[src/design/e2q_pkg.sv]
// Package: shared types, constants and the CORDIC angle table.
package e2q_pkg;

  localparam int AngW   = 15;
  localparam int QW     = 16;
  localparam int CW     = 34;    // CORDIC x/y/z width, Q.30 plus headroom
  localparam int TrigW  = 27;    // Q.24 cosine/sine
  localparam int TabLen = 24;
  localparam logic signed [CW-1:0] AngHalfPi  = 34'sd1686629713;
  localparam logic signed [CW-1:0] AngPi      = 34'sd3373259426;
  localparam logic signed [CW-1:0] CordicGain = 34'sd652032874;
  localparam logic signed [QW-1:0] OutMax     = 16'sd32767;

  typedef struct packed {
    logic signed [TrigW-1:0] c;
    logic signed [TrigW-1:0] s;
  } trig_t;

  function automatic logic signed [CW-1:0] atan_tab(input logic [4:0] i);
    logic signed [CW-1:0] r;
    case (i)
      5'd0:  r = 34'sd843314856;
      5'd1:  r = 34'sd497837829;
      5'd2:  r = 34'sd263043836;
      5'd3:  r = 34'sd133525158;
      5'd4:  r = 34'sd67021686;
      5'd5:  r = 34'sd33543515;
      5'd6:  r = 34'sd16775850;
      5'd7:  r = 34'sd8388437;
      5'd8:  r = 34'sd4194282;
      5'd9:  r = 34'sd2097149;
      5'd10: r = 34'sd1048575;
      5'd11: r = 34'sd524287;
      5'd12: r = 34'sd262143;
      5'd13: r = 34'sd131071;
      5'd14: r = 34'sd65535;
      5'd15: r = 34'sd32767;
      5'd16: r = 34'sd16383;
      5'd17: r = 34'sd8191;
      5'd18: r = 34'sd4095;
      5'd19: r = 34'sd2047;
      5'd20: r = 34'sd1023;
      5'd21: r = 34'sd511;
      5'd22: r = 34'sd255;
      5'd23: r = 34'sd127;
      default: r = '0;
    endcase
    return r;
  endfunction

endpackage

[src/design/e2q_cordic.sv]
// Pipelined half-angle CORDIC lane: one angle in, cosine and sine out.
module e2q_cordic #(
  parameter int Stages = 16
) (
  input  logic                                  clk_i,
  input  logic                                  en_i,
  input  logic signed [e2q_pkg::AngW-1:0]       angle_i,
  output e2q_pkg::trig_t                        trig_o
);
  localparam int CW = e2q_pkg::CW;

  logic signed [CW-1:0] x_q [Stages+1];
  logic signed [CW-1:0] y_q [Stages+1];
  logic signed [CW-1:0] z_q [Stages+1];
  logic                 flip_q [Stages+1];
  logic signed [CW-1:0] z0;
  logic signed [CW-1:0] xf, yf;

  always_comb begin
    z0 = CW'(angle_i) <<< 17;
  end

  // fold half angle beyond +-pi/2
  always_ff @(posedge clk_i) begin
    if (en_i) begin
      x_q[0] <= e2q_pkg::CordicGain;
      y_q[0] <= '0;
      if (z0 > e2q_pkg::AngHalfPi) begin
        z_q[0] <= z0 - e2q_pkg::AngPi;
        flip_q[0] <= 1'b1;
      end else if (z0 < -e2q_pkg::AngHalfPi) begin
        z_q[0] <= z0 + e2q_pkg::AngPi;
        flip_q[0] <= 1'b1;
      end else begin
        z_q[0] <= z0;
        flip_q[0] <= 1'b0;
      end
    end
  end

  for (genvar i = 0; i < Stages; i++) begin : g_stage
    always_ff @(posedge clk_i) begin
      if (en_i) begin
        flip_q[i+1] <= flip_q[i];
        if (!z_q[i][CW-1]) begin
          x_q[i+1] <= x_q[i] - (y_q[i] >>> i);
          y_q[i+1] <= y_q[i] + (x_q[i] >>> i);
          z_q[i+1] <= z_q[i] - e2q_pkg::atan_tab(5'(i));
        end else begin
          x_q[i+1] <= x_q[i] + (y_q[i] >>> i);
          y_q[i+1] <= y_q[i] - (x_q[i] >>> i);
          z_q[i+1] <= z_q[i] + e2q_pkg::atan_tab(5'(i));
        end
      end
    end
  end

  always_comb begin
    xf = flip_q[Stages] ? -x_q[Stages] : x_q[Stages];
    yf = flip_q[Stages] ? -y_q[Stages] : y_q[Stages];
  end

  always_ff @(posedge clk_i) begin
    if (en_i) begin
      trig_o.c <= e2q_pkg::TrigW'((xf + CW'(32)) >>> 6);
      trig_o.s <= e2q_pkg::TrigW'((yf + CW'(32)) >>> 6);
    end
  end
endmodule

[config.mk]
export PLATFORM = sky130hd
export DESIGN_NAME = e2q_cordic
export DESIGN_NICKNAME = d
export VERILOG_FILES = /design/src/design/e2q_pkg.sv /design/src/design/e2q_cordic.sv
export SDC_FILE = /design/constraint.sdc
export NUM_CORES = 2
export LEC_CHECK = 0
export BUFFER_PORTS_ARGS = -buffer_cell sky130_fd_sc_hd__buf_4
export CORE_MARGIN = 1.5
export CORE_UTILIZATION = 50
export DETAILED_ROUTE_END_ITERATION = 8
export PLACE_DENSITY_LB_ADDON = 0.12
export SLEW_MARGIN = 20
export SYNTH_ARGS = -nofsm -noshare
export SYNTH_HDL_FRONTEND = slang
export SYNTH_SLANG_ARGS = --single-unit
[constraint.sdc]
create_clock -name clk_i -period 5.49 [get_ports clk_i]
set_input_delay 0.549 -clock clk_i [delete_from_list [all_inputs] [get_ports clk_i]]
set_output_delay 0.549 -clock clk_i [all_outputs]
set_load 0.01 [all_outputs]
Yosys cells after proc, flatten, opt, wreduce, memory -nomap -nowiden:

Memory sizes are Yosys's and may differ from the RTL's.
Index checks and enable logic that the tools add are counted.

* flip-flop bits (word level): 54
* RAM bits: 1751
* input port bits: 17
* output and inout port bits: 54
* logic and storage cells: 324
* memories kept: 4

Memory list
* x_q: words 17, width 34, rd ports 17, clocked after memory_dff 0, wr ports 17, line e2q_cordic.sv:12 `logic signed [CW-1:0] x_q [Stages+1];`
* y_q: words 17, width 34, rd ports 17, clocked after memory_dff 0, wr ports 17, line e2q_cordic.sv:13 `logic signed [CW-1:0] y_q [Stages+1];`
* z_q: words 17, width 34, rd ports 16, clocked after memory_dff 0, wr ports 17, line e2q_cordic.sv:14 `logic signed [CW-1:0] z_q [Stages+1];`
* flip_q: words 17, width 1, rd ports 17, clocked after memory_dff 0, wr ports 17, line e2q_cordic.sv:15 `logic flip_q [Stages+1];`

* add/sub/neg operators: 101
* magnitude comparators: 2
* muxes and demuxes: 163
* bitwise logic cells: 52

Operators with widths (number)
* two-way mux 34 bit: 50
* two-way mux 1 bit: 111
* adder 34 x 19 -> 34 bit: 2
* adder 34 x 20 -> 34 bit: 2
* adder 34 x 21 -> 34 bit: 2
* adder 34 x 22 -> 34 bit: 2
* adder 34 x 23 -> 34 bit: 2
* adder 34 x 24 -> 34 bit: 2
* adder 34 x 25 -> 34 bit: 2
* adder 34 x 26 -> 34 bit: 2
* adder 34 x 27 -> 34 bit: 2
* adder 34 x 28 -> 34 bit: 2
* adder 34 x 29 -> 34 bit: 2
* adder 34 x 30 -> 34 bit: 2
* adder 34 x 31 -> 34 bit: 2
* adder 34 x 32 -> 34 bit: 2
* adder 34 x 33 -> 34 bit: 2
* subtractor 34 x 19 -> 34 bit: 2
* subtractor 34 x 20 -> 34 bit: 2
* subtractor 34 x 21 -> 34 bit: 2
* subtractor 34 x 22 -> 34 bit: 2
* subtractor 34 x 23 -> 34 bit: 2
* subtractor 34 x 24 -> 34 bit: 2
* subtractor 34 x 25 -> 34 bit: 2
* other kinds (50): 113

Logic depth before layout (Yosys ltp):

* word-level depth: 7
* mapped depth: 23
* gate-level depth less buffers: 23

Least setup slack after synthesis:

OpenSTA, ideal clock, no wires.

* kind: input port to flip-flop
* start point: input en_i
* end point: memory z_q[11][30] (data pin)
* setup time: 0.260 ns
* arrival: 5.202 ns
* data required time: 5.230 ns
* slack: 0.028 ns
* cell stages on the path: 18
* path buffers: 4
* path through: clkbuf_1 clkbuf_1 nand2_1 clkinv_1 clkbuf_1 clkbuf_1 ha_1 a21o_1 a21oi_1 o21ai_0 o41ai_1 o31ai_1 a221o_1 a221o_1 o41a_1 a21o_1 a21oi_1 xnor2_1

RTL lines
* from (decl): line e2q_cordic.sv:6 `input logic en_i,`
* to (decl): line e2q_cordic.sv:14

==> results.md <==
* Top Family by Delay on Critical Path: simple AND/OR/NAND/NOR gates
* Clock transition at path regs at about 0.06 ns
* R2R Path Start: x_q[6][6]
* Worst-Skew Late Latency at 0.89 ns
* Sequential area share after synthesis at 0.360
* Worst hold start: angle_i[10]
* CTS Root Cell: clkbuf_16
* Relative slew slack at 0.329
* DIE AREA at 261000 um2
* Global route overflow at 0
* CP most frequent cell: nand2_1
* Row count at 186
* Final min period at around 5.2 ns
* CTS tree: done
* Clock Sinks at 1545
* WP buf/inv at 0
* Vias after detailed routing at 102000
* Final hold vios at 0
* Synth warn at 0
* RSZ-0062 raised after global routing: false
* Initial Util at 0.502
* # nets final at 15100
* CTS Buffer Depth at 4
* Hold depth at 2
* Routed wire length at roughly 350 mm
* Post-Place Cells at 16800
* Ys flop type: edfxtp_1
* Cell count of the worst reg-to-reg path at 19
* Syn Std Cell Area at 129000 um2
* Die width at 511 um
* Number of iterations in the first detailed-routing pass at 6
* Global Route Usage Sum at 0.261
* Hold EP: z_q[0][27]
* Max-cap violation count at 0
* Die Height at 511 um
* Core outline area at roughly 260000 um2
* Num CTS Buffers at 188
* Fmax at 191 MHz
* DR WL/cell at 20.4 um
* Worst Path Required at 6.10 ns
* R2r endpoint: y_q[7][30]
* Max-slew violations at 0
* Area delta synth->final at 9.70%
* Avg Inst Size Synth at 9.68 um2
* Largest net degree at the start of global routing at 124
* Number of flops mapped to enable cells by yosys at between 1500 and 2000
* Finished Layout Cells at 17200
* Critical-path top delay cell: or4_1
* First-pass GRT wire length at 549 mm
* Outcome: finished clean
* Initial antenna violation count at 5
* Hold Crit Class: in -> reg
* CP Data Arrival Time at 5.84 ns
* Crit-path cells: nor3_1 -> nand2_1 -> nor2_2 -> nand2_1 -> or4_1 -> o31ai_1 -> xor2_1 -> ha_1 -> a21o_1 -> a21o_1 -> a21oi_1 -> o21ai_0 -> and3_1 -> a21oi_1 -> nand3_1 -> a2111oi_2 -> or2_2 -> mux2i_1 -> nand2_1
* Tightest Pin Transition at 1.01 ns
* Placed wire-length estimate at ~280 mm
* Max FO, Critical Path at 7
* Top Ports at 71
* Syn Inst Count at about 13000
* CP startpoint kind: register
* DRC Markers at 0
* Layout cells sized above 1 at 0.0640
* Share of flip-flops with an asynchronous set or reset at 0
* WHS at a little over 0.08 ns
* Flops & latches, synth at about 1500
* Worst R2R Setup Slack at between 0.2 and 0.3 ns
* CP max stage delay at about 0.6 ns
* Netlist cell types at about 110
* Vias in the first global route at ~100000
* Crit. End Element: register
* Number of port buffers at 70
* Post-route ant nets at 0
* CP Class: reg -> reg
* Placer Congestion at about 0.94
* H-tree levels at 4
* Post-Route Skew at 0.0395 ns
* Final period util at 0.951
* Initial DRC count at 7797
* Vias per std cell at approximately 6
* Endpoints failing setup at 0
* Syn Nets at 14800
## timing repair
item,in CTS,in global routing
resized for setup,4,50
setup buffers,0,1
pin swaps,1,11
setup endpoints to repair,2,49
hold endpoints to repair,10,0
hold buffers,9,0
## final cells by class
class	instances	area (um2)
Multi-Input combinational cell	11000	79800
Tap cell	3384	4230
Timing Repair Buffer	367	2970
Sequential cell	1545	46400
Clock buffer	219	4840
Antenna cell	2	5.00
Fill cell	22800	115000
Inverter	566	2120
Clock inverter	115	1090
## cells in the mapped netlist (all sizes together), types with 195 or more instances
cell / n / area share
edfxtp: 1545 / 0.36
ha: 1426 / 0.14
a21oi: 1358 / 0.053
xnor2: 1310 / 0.089
nor2: 941 / 0.027
o21ai: 764 / 0.030
nand2: 762 / 0.022
xor2: 669 / 0.045
a21o: 668 / 0.039
inv: 560 / 0.016
nor3: 298 / 0.012
nand2b: 231 / 0.011
nand3: 202 / 0.0078
clkbuf: 200 / 0.0058
nor2b: 195 / 0.0095
## per-layer routing
metal | GRT usage | routed length (um) | vias up
met5 | 0 | 0 | -
met4 | 0.0738 | 9550 | 0
met3 | 0.0246 | 15900 | 483
met2 | 0.425 | 160000 | 2337
met1 | 0.368 | 165000 | 49000
li1 | - | - | 50300
## through the flow
step | setup TNS (ns) | cell area (um2) | worst slack (ns) | util
2_1_floorplan | 0 | 129000 | 0.0278 | -
3_3_place_gp | -0.557 | 135000 | -0.261 | 0.527
3_5_place_dp | -0.119 | 135000 | -0.0672 | 0.527
4_1_cts | 0 | 141000 | 0.0340 | 0.550
5_1_grt | 0 | 141000 | 0.00310 | 0.551
6_report | 0 | 141000 | 0.267 | 0.551
## flip-flops by register name (all words and copies together), names as in the netlist
signal	cells
y_q	510
z_q	481
flip_q	17
x_q	483
trig_o	54
## worst max-delay path by stage
stage / start / endpoint / slack, ns / cells past startpoint
final: x_q[6][6] / y_q[7][30] / 0.27 / 19
after global placement: x_q[12][17] / y_q[13][33] / -0.26 / 19
after CTS: x_q[6][6] / y_q[7][30] / 0.03 / 19
after global routing: y_q[15][15] / x_q[16][32] / 0.003 / 18
after floorplan: en_i / z_q[11][30] / 0.03 / 18
after detailed placement: x_q[12][16] / y_q[13][33] / -0.07 / 19
## cells by family (layout without fill, tap and decap cells)
group | count (synthesis) | after routing | synth area share
muxes | 117 | 117 | 0.00960
DFF | 1545 | 1545 | 0.360
other | 0 | 2 | 0
and+or+nand+nor | 3338 | 3338 | 0.127
buffers and inverters | 799 | 1267 | 0.0234
AOI/OAI and AO/OA | 4065 | 4065 | 0.200
xor gates and xnor gates | 1979 | 1979 | 0.134
adders and majority gates | 1476 | 1476 | 0.146
## layout by cell type (no fill, tap or decap), drive strengths merged, types with 34 or more instances in the layout
cell type  count
edfxtp      1545
ha          1426
a21oi       1358
xnor2       1310
nor2         941
o21ai        764
nand2        762
xor2         669
a21o         668
inv          575
buf          358
nor3         298
nand2b       231
clkbuf       219
nand3        202
nor2b        195
o21a         192
o21bai       146
o31ai        132
and3         114
a31oi        112
a211oi       101
or3          100
nor4         100
nand4         98
clkinv        75
and2          67
mux2i         63
o41ai         63
or2           60
mux2          54
o211ai        50
or4           49
fa            46
a31o          44
a21boi        41
nor3b         39
o31a          35
a221oi        34
Power is not shown: default switching activity piles up to over one toggle a cycle in this logic, so the estimate is an artifact.
